File: src/hw/rtl/osbc_pkg.sv
// Shared constants, input operation codes and the MAC control word type
// for the overlap-save block convolver. No dependencies.
package osbc_pkg;

   localparam int MAX_TAPS_DEF  = 32;
   localparam int MAX_BLOCK_DEF = 64;

   localparam int VALUE_W  = 16;
   localparam int PROD_W   = 32;
   localparam int RESULT_W = 37;
   localparam int OP_W     = 2;
   localparam int IDX_W    = 5;
   localparam int KLEN_W   = 6;

   localparam logic [OP_W-1:0] OP_PUSH  = 2'd0;
   localparam logic [OP_W-1:0] OP_LOAD  = 2'd1;
   localparam logic [OP_W-1:0] OP_FLUSH = 2'd2;

   typedef struct packed {
      logic vld;
      logic first;
      logic last;
      logic smp_ok;
   } mac_ctl_type;

endpackage

File: src/hw/rtl/overlap_save_block_convolver_unit.sv
// Overlap-save block convolver: sequencer, history and tap memories, shared MAC.
// Depends on osbc_pkg, osbc_tap_store, osbc_hist_store and osbc_mac.
//
// When a push completes a group of G samples (G = B - K + 1, B the smallest power
// of two at least 2K), the block stops taking words and emits the G results on
// the single multiply-accumulate, each from K tap reads through three pipeline
// stages, after a setup step per group; a flush of a partly filled group first
// pads it with zeros. A result register lets the next word enter while a result
// waits. Tap loads and kernel_length writes clear the history at once through a
// count of samples held, so there is no clearing pass.
module overlap_save_block_convolver_unit #(
   parameter int MAX_TAPS  = osbc_pkg::MAX_TAPS_DEF,
   parameter int MAX_BLOCK = osbc_pkg::MAX_BLOCK_DEF
) (
   input  logic                                 clock,
   input  logic                                 reset,
   input  logic                                 req_valid,
   output logic                                 req_ready,
   input  logic [osbc_pkg::OP_W-1:0]            req_operation,
   input  logic [osbc_pkg::IDX_W-1:0]           req_tap_index,
   input  logic signed [osbc_pkg::VALUE_W-1:0]  req_value,
   output logic                                 rsp_valid,
   input  logic                                 rsp_ready,
   output logic signed [osbc_pkg::RESULT_W-1:0] rsp_result,
   output logic                                 rsp_last,
   input  logic                                 csr_wr_en,
   input  logic [osbc_pkg::KLEN_W-1:0]          csr_wr_data
);

   localparam int TW   = $clog2(MAX_TAPS);
   localparam int AW   = $clog2(MAX_BLOCK);
   localparam int HCW  = $clog2(MAX_BLOCK + 1);
   localparam int KMAX = (MAX_TAPS < MAX_BLOCK / 2) ? MAX_TAPS : MAX_BLOCK / 2;
   localparam int KW   = $clog2(KMAX + 1);
   localparam int BLW  = $clog2(KW + 1);
   localparam int BW   = KW + 2;
   localparam int SW   = ((BW > AW + 1) ? BW : AW + 1) + 1;

   typedef enum logic [2:0] {
      S_IDLE,
      S_PAD,
      S_SETUP,
      S_ISSUE,
      S_DRAIN
   } state_type;

   state_type                            state_ff;
   logic [osbc_pkg::KLEN_W-1:0]          klen_ff;
   logic [AW-1:0]                        wp_ff;
   logic [BW-1:0]                        fill_ff;
   logic [HCW-1:0]                       hcnt_ff;
   logic [AW-1:0]                        eage_ff;
   logic [AW-1:0]                        saddr_ff;
   logic [AW-1:0]                        ea_ff;
   logic [AW-1:0]                        raddr_ff;
   logic [TW-1:0]                        tcnt_ff;
   logic [BW-1:0]                        ocnt_ff;
   logic                                 rsp_valid_ff;
   logic signed [osbc_pkg::RESULT_W-1:0] rsp_result_ff;
   logic                                 rsp_last_ff;

   logic [KW-1:0]                        kact;
   logic [KW-1:0]                        km1;
   logic [BLW-1:0]                       blen;
   logic [BW-1:0]                        bsize;
   logic [BW-1:0]                        grp;
   logic [SW-1:0]                        e_w;
   logic [SW-1:0]                        s_w;
   logic [AW-1:0]                        wp_step;
   logic [AW-1:0]                        ea_step;
   logic [AW-1:0]                        raddr_step;
   logic [AW-1:0]                        eage_step;
   logic [AW-1:0]                        saddr_step;
   logic [BW-1:0]                        fill_step;
   logic [HCW-1:0]                       hcnt_step;
   logic                                 accept;
   logic                                 idx_ok;
   logic                                 tap_last;
   logic                                 out_last;
   logic                                 out_free;
   logic                                 take;
   logic                                 hist_we;
   logic signed [osbc_pkg::VALUE_W-1:0]  hist_wdata;
   logic                                 tap_we;
   logic signed [osbc_pkg::VALUE_W-1:0]  tap_rdata;
   logic signed [osbc_pkg::VALUE_W-1:0]  hist_rdata;
   logic signed [osbc_pkg::RESULT_W-1:0] mac_acc;
   logic                                 mac_done;
   osbc_pkg::mac_ctl_type                mac_ctl;

   always_comb begin
      if (klen_ff == '0) begin
         kact = KW'(1);
      end else if (32'(klen_ff) > KMAX) begin
         kact = KW'(KMAX);
      end else begin
         kact = KW'(klen_ff);
      end
   end

   assign km1 = kact - KW'(1);

   always_comb begin
      blen = '0;
      for (int i = 0; i < KW; i++) begin
         if (km1[i]) begin
            blen = BLW'(i + 1);
         end
      end
   end

   assign bsize = BW'(2) << blen;
   assign grp   = bsize - BW'(kact) + BW'(1);

   always_comb begin
      e_w = SW'(grp) - SW'(1);
      if (e_w >= SW'(MAX_BLOCK)) begin
         e_w = e_w - SW'(MAX_BLOCK);
      end
      s_w = SW'(wp_ff) + SW'(MAX_BLOCK) - SW'(1) - e_w;
      if (s_w >= SW'(MAX_BLOCK)) begin
         s_w = s_w - SW'(MAX_BLOCK);
      end
   end

   assign wp_step    = (wp_ff == AW'(MAX_BLOCK - 1)) ? '0 : wp_ff + AW'(1);
   assign ea_step    = (ea_ff == AW'(MAX_BLOCK - 1)) ? '0 : ea_ff + AW'(1);
   assign raddr_step = (raddr_ff == '0) ? AW'(MAX_BLOCK - 1) : raddr_ff - AW'(1);
   assign eage_step  = (eage_ff == '0) ? AW'(MAX_BLOCK - 1) : eage_ff - AW'(1);
   assign saddr_step = (saddr_ff == AW'(MAX_BLOCK - 1)) ? '0 : saddr_ff + AW'(1);
   assign fill_step  = fill_ff + BW'(1);
   assign hcnt_step  = (hcnt_ff == HCW'(MAX_BLOCK)) ? hcnt_ff : hcnt_ff + HCW'(1);

   assign req_ready = (state_ff == S_IDLE);
   assign accept    = req_valid && req_ready;
   assign idx_ok    = 32'(req_tap_index) < MAX_TAPS;
   assign tap_last  = 32'(tcnt_ff) == 32'(kact) - 32'd1;
   assign out_last  = ocnt_ff == grp - BW'(1);
   assign out_free  = !rsp_valid_ff || rsp_ready;
   assign take      = (state_ff == S_DRAIN) && mac_done && out_free;

   assign hist_we    = (accept && req_operation == osbc_pkg::OP_PUSH) || (state_ff == S_PAD);
   assign hist_wdata = (state_ff == S_PAD) ? '0 : req_value;
   assign tap_we     = accept && req_operation == osbc_pkg::OP_LOAD && idx_ok;

   assign mac_ctl.vld    = (state_ff == S_ISSUE);
   assign mac_ctl.first  = (tcnt_ff == '0);
   assign mac_ctl.last   = tap_last;
   assign mac_ctl.smp_ok = HCW'(ea_ff) < hcnt_ff;

   always_ff @(posedge clock) begin
      if (reset) begin
         state_ff     <= S_IDLE;
         klen_ff      <= osbc_pkg::KLEN_W'(1);
         wp_ff        <= '0;
         fill_ff      <= '0;
         hcnt_ff      <= '0;
         rsp_valid_ff <= 1'b0;
      end else begin
         if (take) begin
            rsp_valid_ff <= 1'b1;
         end else if (rsp_ready) begin
            rsp_valid_ff <= 1'b0;
         end
         if (csr_wr_en) begin
            klen_ff <= csr_wr_data;
            wp_ff   <= '0;
            fill_ff <= '0;
            hcnt_ff <= '0;
         end
         unique case (state_ff)
            S_IDLE: begin
               if (accept) begin
                  unique case (req_operation)
                     osbc_pkg::OP_PUSH: begin
                        wp_ff   <= wp_step;
                        fill_ff <= fill_step;
                        hcnt_ff <= hcnt_step;
                        if (fill_step >= grp) begin
                           state_ff <= S_SETUP;
                        end
                     end
                     osbc_pkg::OP_LOAD: begin
                        if (idx_ok) begin
                           wp_ff   <= '0;
                           fill_ff <= '0;
                           hcnt_ff <= '0;
                        end
                     end
                     osbc_pkg::OP_FLUSH: begin
                        if (fill_ff != '0) begin
                           state_ff <= (fill_ff >= grp) ? S_SETUP : S_PAD;
                        end
                     end
                     default: begin
                     end
                  endcase
               end
            end
            S_PAD: begin
               wp_ff   <= wp_step;
               fill_ff <= fill_step;
               hcnt_ff <= hcnt_step;
               if (fill_step >= grp) begin
                  state_ff <= S_SETUP;
               end
            end
            S_SETUP: begin
               fill_ff  <= '0;
               eage_ff  <= AW'(e_w);
               saddr_ff <= AW'(s_w);
               ea_ff    <= AW'(e_w);
               raddr_ff <= AW'(s_w);
               tcnt_ff  <= '0;
               ocnt_ff  <= '0;
               state_ff <= S_ISSUE;
            end
            S_ISSUE: begin
               tcnt_ff  <= tcnt_ff + TW'(1);
               ea_ff    <= ea_step;
               raddr_ff <= raddr_step;
               if (tap_last) begin
                  state_ff <= S_DRAIN;
               end
            end
            S_DRAIN: begin
               if (take) begin
                  rsp_result_ff <= mac_acc;
                  rsp_last_ff   <= out_last;
                  if (out_last) begin
                     state_ff <= S_IDLE;
                  end else begin
                     eage_ff  <= eage_step;
                     saddr_ff <= saddr_step;
                     ea_ff    <= eage_step;
                     raddr_ff <= saddr_step;
                     tcnt_ff  <= '0;
                     ocnt_ff  <= ocnt_ff + BW'(1);
                     state_ff <= S_ISSUE;
                  end
               end
            end
            default: begin
               state_ff <= S_IDLE;
            end
         endcase
      end
   end

   osbc_tap_store #(
      .MAX_TAPS (MAX_TAPS)
   ) u_taps (
      .clock   (clock),
      .reset   (reset),
      .wr_en   (tap_we),
      .wr_addr (TW'(req_tap_index)),
      .wr_data (req_value),
      .rd_addr (tcnt_ff),
      .rd_data (tap_rdata)
   );

   osbc_hist_store #(
      .MAX_BLOCK (MAX_BLOCK)
   ) u_hist (
      .clock   (clock),
      .wr_en   (hist_we),
      .wr_addr (wp_ff),
      .wr_data (hist_wdata),
      .rd_addr (raddr_ff),
      .rd_data (hist_rdata)
   );

   osbc_mac u_mac (
      .clock    (clock),
      .reset    (reset),
      .ctl      (mac_ctl),
      .tap_data (tap_rdata),
      .smp_data (hist_rdata),
      .take     (take),
      .acc      (mac_acc),
      .done     (mac_done)
   );

   assign rsp_valid  = rsp_valid_ff;
   assign rsp_result = rsp_result_ff;
   assign rsp_last   = rsp_last_ff;

endmodule

File: src/hw/rtl/osbc_tap_store.sv
// Kernel tap memory with per-entry valid bits; unwritten taps read as zero.
// Depends on osbc_pkg.
module osbc_tap_store #(
   parameter int MAX_TAPS = osbc_pkg::MAX_TAPS_DEF,
   localparam int TW = $clog2(MAX_TAPS)
) (
   input  logic                                clock,
   input  logic                                reset,
   input  logic                                wr_en,
   input  logic [TW-1:0]                       wr_addr,
   input  logic signed [osbc_pkg::VALUE_W-1:0] wr_data,
   input  logic [TW-1:0]                       rd_addr,
   output logic signed [osbc_pkg::VALUE_W-1:0] rd_data
);

   logic signed [osbc_pkg::VALUE_W-1:0] mem [MAX_TAPS];
   logic [MAX_TAPS-1:0]                 valid_ff;
   logic signed [osbc_pkg::VALUE_W-1:0] rd_data_ff;

   always_ff @(posedge clock) begin
      if (wr_en) begin
         mem[wr_addr] <= wr_data;
      end
      rd_data_ff <= valid_ff[rd_addr] ? mem[rd_addr] : '0;
   end

   always_ff @(posedge clock) begin
      if (reset) begin
         valid_ff <= '0;
      end else if (wr_en) begin
         valid_ff[wr_addr] <= 1'b1;
      end
   end

   assign rd_data = rd_data_ff;

endmodule

File: src/hw/rtl/osbc_hist_store.sv
// Circular sample history memory, one write and one registered read port.
// Depends on osbc_pkg.
module osbc_hist_store #(
   parameter int MAX_BLOCK = osbc_pkg::MAX_BLOCK_DEF,
   localparam int AW = $clog2(MAX_BLOCK)
) (
   input  logic                                clock,
   input  logic                                wr_en,
   input  logic [AW-1:0]                       wr_addr,
   input  logic signed [osbc_pkg::VALUE_W-1:0] wr_data,
   input  logic [AW-1:0]                       rd_addr,
   output logic signed [osbc_pkg::VALUE_W-1:0] rd_data
);

   logic signed [osbc_pkg::VALUE_W-1:0] mem [MAX_BLOCK];
   logic signed [osbc_pkg::VALUE_W-1:0] rd_data_ff;

   always_ff @(posedge clock) begin
      if (wr_en) begin
         mem[wr_addr] <= wr_data;
      end
      rd_data_ff <= mem[rd_addr];
   end

   assign rd_data = rd_data_ff;

endmodule

File: src/hw/rtl/osbc_mac.sv
// Shared multiply-accumulate: aligns control with memory read data, registers
// the 16x16 product, accumulates to 37 bits. Depends on osbc_pkg.
module osbc_mac (
   input  logic                                 clock,
   input  logic                                 reset,
   input  osbc_pkg::mac_ctl_type                ctl,
   input  logic signed [osbc_pkg::VALUE_W-1:0]  tap_data,
   input  logic signed [osbc_pkg::VALUE_W-1:0]  smp_data,
   input  logic                                 take,
   output logic signed [osbc_pkg::RESULT_W-1:0] acc,
   output logic                                 done
);

   osbc_pkg::mac_ctl_type                ctl1_ff;
   osbc_pkg::mac_ctl_type                ctl2_ff;
   logic signed [osbc_pkg::PROD_W-1:0]   prod_ff;
   logic signed [osbc_pkg::PROD_W-1:0]   prod_in;
   logic signed [osbc_pkg::RESULT_W-1:0] acc_ff;
   logic                                 done_ff;
   logic signed [osbc_pkg::RESULT_W-1:0] prod_ext;
   logic signed [osbc_pkg::RESULT_W-1:0] acc_base;

   assign prod_in  = tap_data * smp_data;
   assign prod_ext = osbc_pkg::RESULT_W'(prod_ff);
   assign acc_base = ctl2_ff.first ? '0 : acc_ff;

   always_ff @(posedge clock) begin
      if (reset) begin
         ctl1_ff <= '0;
         ctl2_ff <= '0;
         done_ff <= 1'b0;
      end else begin
         ctl1_ff <= ctl;
         ctl2_ff <= ctl1_ff;
         if (take) begin
            done_ff <= 1'b0;
         end
         if (ctl2_ff.vld && ctl2_ff.last) begin
            done_ff <= 1'b1;
         end
      end
      prod_ff <= ctl1_ff.smp_ok ? prod_in : '0;
      if (ctl2_ff.vld) begin
         acc_ff <= acc_base + prod_ext;
      end
   end

   assign acc  = acc_ff;
   assign done = done_ff;

endmodule

File: config.mk
export PLATFORM = sky130hd
export DESIGN_NAME = overlap_save_block_convolver_unit
export DESIGN_NICKNAME = d
export VERILOG_FILES = /design/src/hw/rtl/osbc_pkg.sv /design/src/hw/rtl/overlap_save_block_convolver_unit.sv /design/src/hw/rtl/osbc_tap_store.sv /design/src/hw/rtl/osbc_hist_store.sv /design/src/hw/rtl/osbc_mac.sv
export SDC_FILE = /design/constraint.sdc
export NUM_CORES = 2
export LEC_CHECK = 0
export BUFFER_PORTS_ARGS = -buffer_cell sky130_fd_sc_hd__buf_2
export CAP_MARGIN = 20
export CORE_MARGIN = 8
export CORE_UTILIZATION = 65
export CTS_CLUSTER_SIZE = 12
export DETAILED_ROUTE_END_ITERATION = 16
export PLACE_DENSITY_LB_ADDON = 0.2
export SYNTH_ARGS = -nofsm -noshare
export SYNTH_HDL_FRONTEND = slang
export SYNTH_SLANG_ARGS = --single-unit
File: constraint.sdc
create_clock -name clock -period 16.2 [get_ports clock]
set_clock_uncertainty 0.1 [all_clocks]
set_input_delay 3.24 -clock clock [delete_from_list [all_inputs] [get_ports clock]]
set_output_delay 3.24 -clock clock [all_outputs]
set_load 0.005 [all_outputs]
# [Yosys cells after proc, flatten, opt, wreduce, memory -nomap -nowiden]
# Memory sizes are Yosys's and may differ from the RTL's. A register that Yosys moved wholly into a read port is not among the register bits.
# Index checks and enable logic that the tools add are counted.
# W data, S select, Z words.
[word_totals] out_inout_bits=40 reg_bits=215 in_bits=34 mem_count=2 ram_bits=1536
[memory_table] memory="u_hist.mem" depth=64 width=16 read_ports=1 rd_ports_with_merged_regs=1 wr=1 line="osbc_hist_store.sv:15" source="logic signed [osbc_pkg::VALUE_W-1:0] mem [MAX_BLOCK];"
[memory_table] memory="u_taps.mem" depth=32 width=16 read_ports=1 rd_ports_with_merged_regs=1 wr=1 line="osbc_tap_store.sv:16" source="logic signed [osbc_pkg::VALUE_W-1:0] mem [MAX_TAPS];"
[classes] n_eq_ne=18 reduce_logical=26 magnitude_cmp=9 bitwise_logic=2 add_sub_neg=21 muxes=65 n_mul=1 shifts=1
[ops] cell="$mux W6" count=14
[ops] cell="$pmux W6 S2" count=4
[ops] cell="$add A37 B32 Y37" count=1
[ops] cell="$mux W37" count=1
[ops] cell="$pmux W6 S3" count=2
[ops] cell="$eq A5 B32 Y1" count=1
[ops] cell="$mul A16 B16 Y32" count=1
[ops] cell="$mux W8" count=4
[ops] cell="$or A32 B32 Y32" count=1
[ops] cell="$pmux W8 S2" count=2
[ops] cell="$pmux W7 S2" count=2
[ops] cell="$mux W3" count=9
[ops] cell="$add A8 B1 Y8 const B" count=3
[ops] cell="$pmux W8 S3" count=1
[ops] cell="$sub A6 B1 Y6 const B" count=4
[ops] cell="$mux W7" count=3
[ops] cell="$add A6 B1 Y6 const B" count=3
[ops] cell="$eq A6 B6 Y1 const B" count=3
[ops] cell="$ge A9 B7 Y1 const B" count=2
[ops] cell="$logic_not A6 Y1" count=3
[ops] cell="$sub A8 B1 Y9 const B" count=2
[ops] cell="$ge A8 B8 Y1" count=2
[ops] cell="$mux W16" count=1
[ops] cell="$pmux W3 S5" count=1
[ops] cell="45 further kinds" count=73

# [Depth between registers and ports, before layout]
[logic_depth] word_depth=20 depth_mapped=23 mapped_depth_nobuf=23

# [Modules after synthesis]
# Synthesis repeated with hierarchy kept, for this count alone.
[unflattened] hier_cells=5168 area_unflattened_um2=81919.8
[modules_own_cells] module="osbc_hist_store" n_inst=1 cells_each=1949 area_each_um2=40143.5 seq_area_each_um2=31069.8
[modules_own_cells] module="osbc_tap_store" n_inst=1 cells_each=1118 area_each_um2=21564.4 seq_area_each_um2=16335.7
[modules_own_cells] module="osbc_mac" n_inst=1 cells_each=1483 area_each_um2=13949.6 seq_area_each_um2=1911.8
[modules_own_cells] module="overlap_save_block_convolver_unit" n_inst=1 cells_each=618 area_each_um2=6262.3 seq_area_each_um2=2872.8

# [Worst setup path after synthesis]
# OpenSTA, ideal clock, no wires.
[synth_timing] path_kind="reg2reg" startpoint="reg klen_ff[2] (netlist bit)" endpoint="reg eage_ff[0], enable pin" path_buffers=0 setup_time_ps=448 path_stages_with_launch=23 t_required_ps=15652 arrival_ps=5906 path_slack_ps=9746 cell_sequence="dfxtp_1 -> nor4_2 -> o21ai_2 -> ha_1 -> nand3_1 -> xor2_2 -> inv_1 -> nand3_1 -> nor2_1 -> nand2_1 -> ha_1 -> inv_1 -> ha_1 -> inv_1 -> fa_1 -> xor2_1 -> nand4_1 -> nor2_2 -> xor2_1 -> xnor2_1 -> nor3_2 -> o21a_1 -> nor4_1"
[synth_between] elab_chain_cells=17 elab_cells_between_ends=18 cone_classes="add/sub: 4; order compare: 1; eq/ne: 2; shift: 1; mux: 8; reduce/logical: 2"
[synth_rtl] item="from (decl)" line="overlap_save_block_convolver_unit.sv:48" source="logic [osbc_pkg::KLEN_W-1:0] klen_ff;"
[synth_rtl] item="from (signal assigned)" line="overlap_save_block_convolver_unit.sv:154" source="klen_ff <= osbc_pkg::KLEN_W'(1);"
[synth_rtl] item="from (signal assigned)" line="overlap_save_block_convolver_unit.sv:166" source="klen_ff <= csr_wr_data;"
[synth_rtl] item="$gt A6 B6 Y1" line="overlap_save_block_convolver_unit.sv:94" source="end else if (32'(klen_ff) > KMAX) begin"
[synth_rtl] item="$mux W6" line="overlap_save_block_convolver_unit.sv:94"
[synth_rtl] item="$mux W6 *" line="overlap_save_block_convolver_unit.sv:92" source="if (klen_ff == '0) begin"
[synth_rtl] item="$sub A6 B1 Y6" line="overlap_save_block_convolver_unit.sv:101" source="assign km1 = kact - KW'(1);"
[synth_rtl] item="$mux W1" line="overlap_save_block_convolver_unit.sv:106" source="if (km1[i]) begin"
[synth_rtl] item="$mux W2" line="overlap_save_block_convolver_unit.sv:106"
[synth_rtl] item="$mux W3 (4 in series)" line="overlap_save_block_convolver_unit.sv:106"
[synth_rtl] item="$shl A2 B3 Y8" line="overlap_save_block_convolver_unit.sv:112" source="assign bsize = BW'(2) << blen;"
[synth_rtl] item="$sub A8 B6 Y8 *" line="overlap_save_block_convolver_unit.sv:113" source="assign grp = bsize - BW'(kact) + BW'(1);"
[synth_rtl] item="$add A8 B1 Y8 *" line="overlap_save_block_convolver_unit.sv:113"
[synth_rtl] item="$sub A8 B1 Y8 *" line="overlap_save_block_convolver_unit.sv:138" source="assign out_last = ocnt_ff == grp - BW'(1);"
[synth_rtl] item="$eq A8 B8 Y1 *" line="overlap_save_block_convolver_unit.sv:138"
[synth_rtl] item="net out_last" line="overlap_save_block_convolver_unit.sv:79" source="logic out_last;"
[synth_rtl] item="$ne A2 B2 Y1 (no source line) *"
[synth_rtl] item="$reduce_and A4 Y1 (no source line) *"
[synth_rtl] item="to (signal assigned)" line="overlap_save_block_convolver_unit.sv:210" source="eage_ff <= AW'(e_w);"
[synth_rtl] item="to (signal assigned)" line="overlap_save_block_convolver_unit.sv:233" source="eage_ff <= eage_step;"
[synth_rtl] item="to (decl)" line="overlap_save_block_convolver_unit.sv:52" source="logic [AW-1:0] eage_ff;"
# Mark *: on every way through the listed nets, which the timed path passes. The rest lies on a longest branch.
# A chain may end at the register's enable or synchronous reset.

# [Final worst setup path]
[layout_timing] startpoint="reg u_taps.rd_data_ff, in the netlist u_taps.rd_data[7], read port of u_taps.mem" endpoint="reg u_mac.prod_ff[30] (netlist bit)"
[layout_between] elab_chain_cells=1
[layout_rtl] item="from (decl)" line="osbc_tap_store.sv:18" source="logic signed [osbc_pkg::VALUE_W-1:0] rd_data_ff;"
[layout_rtl] item="$mul A16 B16 Y32" line="osbc_mac.sv:23" source="assign prod_in = tap_data * smp_data;"
[layout_rtl] item="to (signal assigned)" line="osbc_mac.sv:42" source="prod_ff <= ctl1_ff.smp_ok ? prod_in : '0;"
[layout_rtl] item="to (decl)" line="osbc_mac.sv:16" source="logic signed [osbc_pkg::PROD_W-1:0] prod_ff;"
# Every way passes these cells.

==> tab_implementation.tex <==
\begin{tabular}{lr}
\hline
Metric & Value \\
\hline
\multicolumn{2}{l}{\textbf{Place}} \\
\quad Hpwl dp & $\sim$110000 µm \\
\quad Worst slack after detailed placement & 9.44 ns \\
\quad Weighted congestion at the end of routability-driven global placement & between 0.8 and 0.9 \\
\quad Port bufs & between 70 and 80 \\
\multicolumn{2}{l}{\textbf{CTS}} \\
\quad CTS tree & built \\
\quad Hold-fix buffers, CTS & 0 \\
\quad CTS HTree Levels & 4 \\
\quad Clock root buffer & sky130\_fd\_sc\_hd\_\_clkbuf\_16 \\
\quad Setup Fix Bufs, Post-CTS & 0 \\
\quad Clock transition time at the flip-flop clock pins of the worst setup and hold paths & around 0.060 ns \\
\quad Clock Tree Buf Depth & 3 \\
\quad Clk\_lat worst skew & just over 0.8 ns \\
\quad Sink Count & around 1800 \\
\quad Total clock buffers created by CTS & $\sim$180 \\
\quad Post-cts repair resize count & 0 \\
\multicolumn{2}{l}{\textbf{GRT}} \\
\quad Number of antenna violations at the first check in global routing & 11 \\
\quad Maximum number of pins on one net before global-route repair & between 150 and 200 \\
\quad Total gr overflow & 0 \\
\quad Gr usage total & 26.9\% \\
\quad First-pass GRT wire length & approximately 270000 µm \\
\quad Number of global-route vias before repair & approximately 43000 \\
\multicolumn{2}{l}{\textbf{Worst setup path}} \\
\quad Worst endpoint required time & approximately 17 ns \\
\quad WS Path Type & reg -> reg \\
\quad Worst setup slack for register-to-register paths & 9.44 ns \\
\quad Capturing instance or port of the critical path & u\_mac.prod\_ff[30] \\
\quad Startpoint kind of the worst setup timing path & flip-flop \\
\quad Critical path fanouts, max & 16 \\
\quad R2R cell count & 22 \\
\quad Crit path capture type & flip-flop \\
\quad Data arrival time of the critical path & approximately 7.4 ns \\
\quad Crit Reg-Reg Endpoint & u\_mac.prod\_ff[30] \\
\quad Startpoint of the lowest-slack register-to-register path & u\_taps.rd\_data[7] \\
\quad Worst Setup SP & u\_taps.rd\_data[7] \\
\multicolumn{2}{l}{\textbf{Synthesis}} \\
\quad Post-synth EDFFs & between 1500 and 2000 \\
\quad Post-Synthesis Net Count & 5017 \\
\quad Cell count after synthesis & 4551 \\
\quad Sequential area share after synthesis & about two thirds \\
\quad Flop and latch count out of synthesis & 1783 \\
\quad Synth Cell Area & 80500 µm² \\
\quad Average cell area after synthesis & between 15 and 20 µm² \\
\quad Most common flop cell mapped by yosys & sky130\_fd\_sc\_hd\_\_edfxtp\_1 \\
\quad Yosys Warn Count & 0 \\
\quad Count of distinct cell types in the synthesized netlist & just under 80 \\
\quad Async set-or-reset flop fraction in the synthesized netlist & 0\% \\
\multicolumn{2}{l}{\textbf{Cells and area}} \\
\quad Leading cell type in the layout, fill and taps excluded & sky130\_fd\_sc\_hd\_\_edfxtp\_1 \\
\quad Proportion of layout cells with a drive suffix above 1 & 20.8\% \\
\quad Final \#Nets & $\sim$5200 \\
\quad Most used cells in the layout excluding fill and tap cells & 1648 x sky130\_fd\_sc\_hd\_\_edfxtp\_1, 506 x sky130\_fd\_sc\_hd\_\_mux4\_2, 332 x sky130\_fd\_sc\_hd\_\_inv\_1, 265 x sky130\_fd\_sc\_hd\_\_fa\_1, 233 x sky130\_fd\_sc\_hd\_\_nor2\_1 \\
\quad Area grow syn2layout & 10.3\% \\
\multicolumn{2}{l}{\textbf{Die}} \\
\quad Die area & around 140000 µm² \\
\quad Initial Util & roughly two thirds \\
\quad Vertical die dimension & 368 µm \\
\quad Core Footprint & 123000 µm² \\
\quad X dimension of the die & $\sim$370 µm \\
\quad Top-Level Pins & between 70 and 80 \\
\quad Total number of placement rows & roughly 130 \\
\multicolumn{2}{l}{\textbf{Detailed routing}} \\
\quad Vias per inst & 6.45 \\
\quad Routed WL & around 180000 µm \\
\quad Antenna Nets Post-Route & 0 \\
\quad First DRT Iteration DRCs & approximately 4600 \\
\quad Routed wire length per instance & around 28 µm \\
\quad \# DRC & 0 \\
\quad TritonRoute pass-1 iters & 6 \\
\quad Count of vias placed by the detailed router & around 42000 \\
\multicolumn{2}{l}{\textbf{STA}} \\
\quad Total count of hold-check failures in the final report & 0 \\
\quad Headroom to the max-slew limit & about a quarter \\
\quad Final critical-path setup slack & 9.44 ns \\
\quad Final setup violation count & 0 \\
\quad Setup TNS & 0 ns \\
\quad Setup repair after global routing missed its margin & no \\
\quad Final Slew Violations & 0 \\
\quad FMAX & $\sim$150 MHz \\
\quad Worst-Margin Slew & around 1.1 ns \\
\quad Share of the clock period used by the worst path after layout & 41.7\% \\
\quad Fin crit period & roughly 6.8 ns \\
\multicolumn{2}{l}{\textbf{Power and ir drop}} \\
\quad Peak ir drop on the vdd network & 0.118 mV \\
\quad PwrDens & 103 nW/µm² \\
\quad Standby leakage power & between 30 and 40 nW \\
\multicolumn{2}{l}{\textbf{Job}} \\
\quad Number of maximum-capacitance violations & 0 \\
\multicolumn{2}{l}{\textbf{Hold path}} \\
\quad Classification of the worst-slack hold path & reg -> reg \\
\multicolumn{2}{l}{\textbf{Outcome}} \\
\quad Run status & finished, final reports clean \\
\hline
\end{tabular}
## sequential cells by signal, summed over array words and instances, names as in the netlist, 16 cells and up
| signal | flops |
|---|---|
| u_hist.rd_data | 16 |
| u_taps.rd_data | 16 |
| u_mac.prod_ff | 32 |
| rsp_result | 37 |
| u_mac.acc | 37 |
| u_hist.mem | 1024 |
| u_taps.valid_ff | 32 |
| u_taps.mem | 512 |
## routing by layer
layer / GRT usage, % / vias up / routed length (µm)
li1: - / 17700 / -
met1: 36.4 / 21800 / 68900
met2: 44.5 / 2093 / 92300
met3: 5.17 / 370 / 15700
met4: 9.42 / 6 / 6320
met5: 0 / - / 41
## synth_stat cells (6+ instances only)
cell type	count	share of area, %
sky130_fd_sc_hd__nor2b_1	56	0.44
sky130_fd_sc_hd__a22oi_1	7	0.065
sky130_fd_sc_hd__o21ai_1	9	0.056
sky130_fd_sc_hd__a21oi_1	89	0.55
sky130_fd_sc_hd__a31oi_1	12	0.093
sky130_fd_sc_hd__dfxtp_1	135	3.4
sky130_fd_sc_hd__o21ai_0	56	0.35
sky130_fd_sc_hd__a21o_1	20	0.19
sky130_fd_sc_hd__nor2_1	268	1.3
sky130_fd_sc_hd__xor2_1	41	0.45
sky130_fd_sc_hd__o22ai_1	7	0.054
sky130_fd_sc_hd__inv_1	332	1.5
sky130_fd_sc_hd__ha_1	167	2.6
sky130_fd_sc_hd__nand2b_1	38	0.30
sky130_fd_sc_hd__nand3b_1	13	0.12
sky130_fd_sc_hd__and3_1	21	0.16
sky130_fd_sc_hd__and2_1	153	1.2
sky130_fd_sc_hd__o211ai_1	6	0.056
sky130_fd_sc_hd__mux2i_1	24	0.30
sky130_fd_sc_hd__or3_1	6	0.047
sky130_fd_sc_hd__fa_1	265	6.6
sky130_fd_sc_hd__nand2_1	219	1.0
sky130_fd_sc_hd__xnor2_1	82	0.89
sky130_fd_sc_hd__nor4_1	7	0.054
sky130_fd_sc_hd__mux4_2	506	14
sky130_fd_sc_hd__o21ba_2	9	0.11
sky130_fd_sc_hd__o21a_1	8	0.075
sky130_fd_sc_hd__nand3_1	47	0.29
sky130_fd_sc_hd__o21bai_1	8	0.075
sky130_fd_sc_hd__buf_2	43	0.27
sky130_fd_sc_hd__a211oi_1	16	0.15
sky130_fd_sc_hd__nor3_1	24	0.15
sky130_fd_sc_hd__edfxtp_1	1648	62
sky130_fd_sc_hd__buf_1	26	0.12
sky130_fd_sc_hd__clkbuf_1	117	0.55
## worst min-delay path by stage
| stage | start | end | slack (ns) | cells past startpoint |
|---|---|---|---|---|
| after floorplan | u_mac.ctl1_ff[1] | u_mac.ctl2_ff[1] | 0.31 | 1 |
| after global placement | u_mac.ctl1_ff[1] | u_mac.ctl2_ff[1] | 0.32 | 1 |
| after detailed placement | u_mac.ctl1_ff[1] | u_mac.ctl2_ff[1] | 0.32 | 1 |
| after CTS | u_mac.ctl1_ff[1] | u_mac.ctl2_ff[1] | 0.34 | 1 |
| after global routing | u_mac.acc[33] | rsp_result[33] | 0.35 | 0 |
| final | u_mac.acc[23] | rsp_result[23] | 0.34 | 0 |
## cell families after synthesis
kind of cell	count (synthesis)	synth area share, %
and+or+nand+nor	870	5.19
DFF	1783	64.9
buffers and inverters	522	2.52
xor gates and xnor gates	126	1.40
adders and majority gates	436	9.24
AOI/OAI and AO/OA	283	2.30
muxes	531	14.5
## through the flow
stage	hold slack [ns]	power, mW	std cells	utilization, %	area [µm²]
2_1_floorplan	0.314	5.34	4551	-	80500
3_3_place_gp	0.317	5.44	6201	67.5	83200
3_5_place_dp	0.324	5.45	6202	67.5	83300
4_1_cts	0.339	9.20	6493	71.8	88500
5_1_grt	0.348	9.40	6505	71.9	88700
6_report	0.337	9.16	6506	72.0	88700
## critical path: stages, from the launching register on
cell	delay, ns
sky130_fd_sc_hd__dfxtp_1	0.71
sky130_fd_sc_hd__nand2_1	0.18
sky130_fd_sc_hd__fa_1	0.58
sky130_fd_sc_hd__inv_1	0.05
sky130_fd_sc_hd__fa_1	0.47
sky130_fd_sc_hd__inv_1	0.05
sky130_fd_sc_hd__fa_1	0.49
sky130_fd_sc_hd__fa_1	0.55
sky130_fd_sc_hd__inv_1	0.05
sky130_fd_sc_hd__fa_1	0.47
sky130_fd_sc_hd__inv_1	0.05
sky130_fd_sc_hd__fa_1	0.47
sky130_fd_sc_hd__inv_1	0.04
sky130_fd_sc_hd__ha_1	0.34
sky130_fd_sc_hd__a211oi_2	0.20
sky130_fd_sc_hd__nor2_1	0.11
sky130_fd_sc_hd__o41ai_4	0.25
sky130_fd_sc_hd__a311oi_2	0.28
sky130_fd_sc_hd__a311oi_2	0.36
sky130_fd_sc_hd__nor2_1	0.10
sky130_fd_sc_hd__a2111oi_2	0.44
sky130_fd_sc_hd__o2bb2ai_1	0.18
sky130_fd_sc_hd__mux2i_1	0.18
## power by group
group / leakage (nW) / switching [mW] / total, mW / internal, mW
combinational: 11.8 / 0.211 / 0.313 / 0.102
clock: 2.51 / 1.70 / 3.79 / 2.10
sequential: 15.9 / 0.00722 / 5.05 / 5.05
total: 30.3 / 1.92 / 9.16 / 7.24
## final cells by class
type | instances | area (µm²)
diodes | 2 | 5.00
clock buffers | 256 | 4820
clock inverters | 35 | 413
fillers | 7258 | 34600
inverters | 334 | 1250
multi-input cells | 2246 | 26400
flip-flops and latches | 1783 | 52200
well taps | 1637 | 2050
repair buffers | 213 | 1630
(Power assumes the default switching activity.)
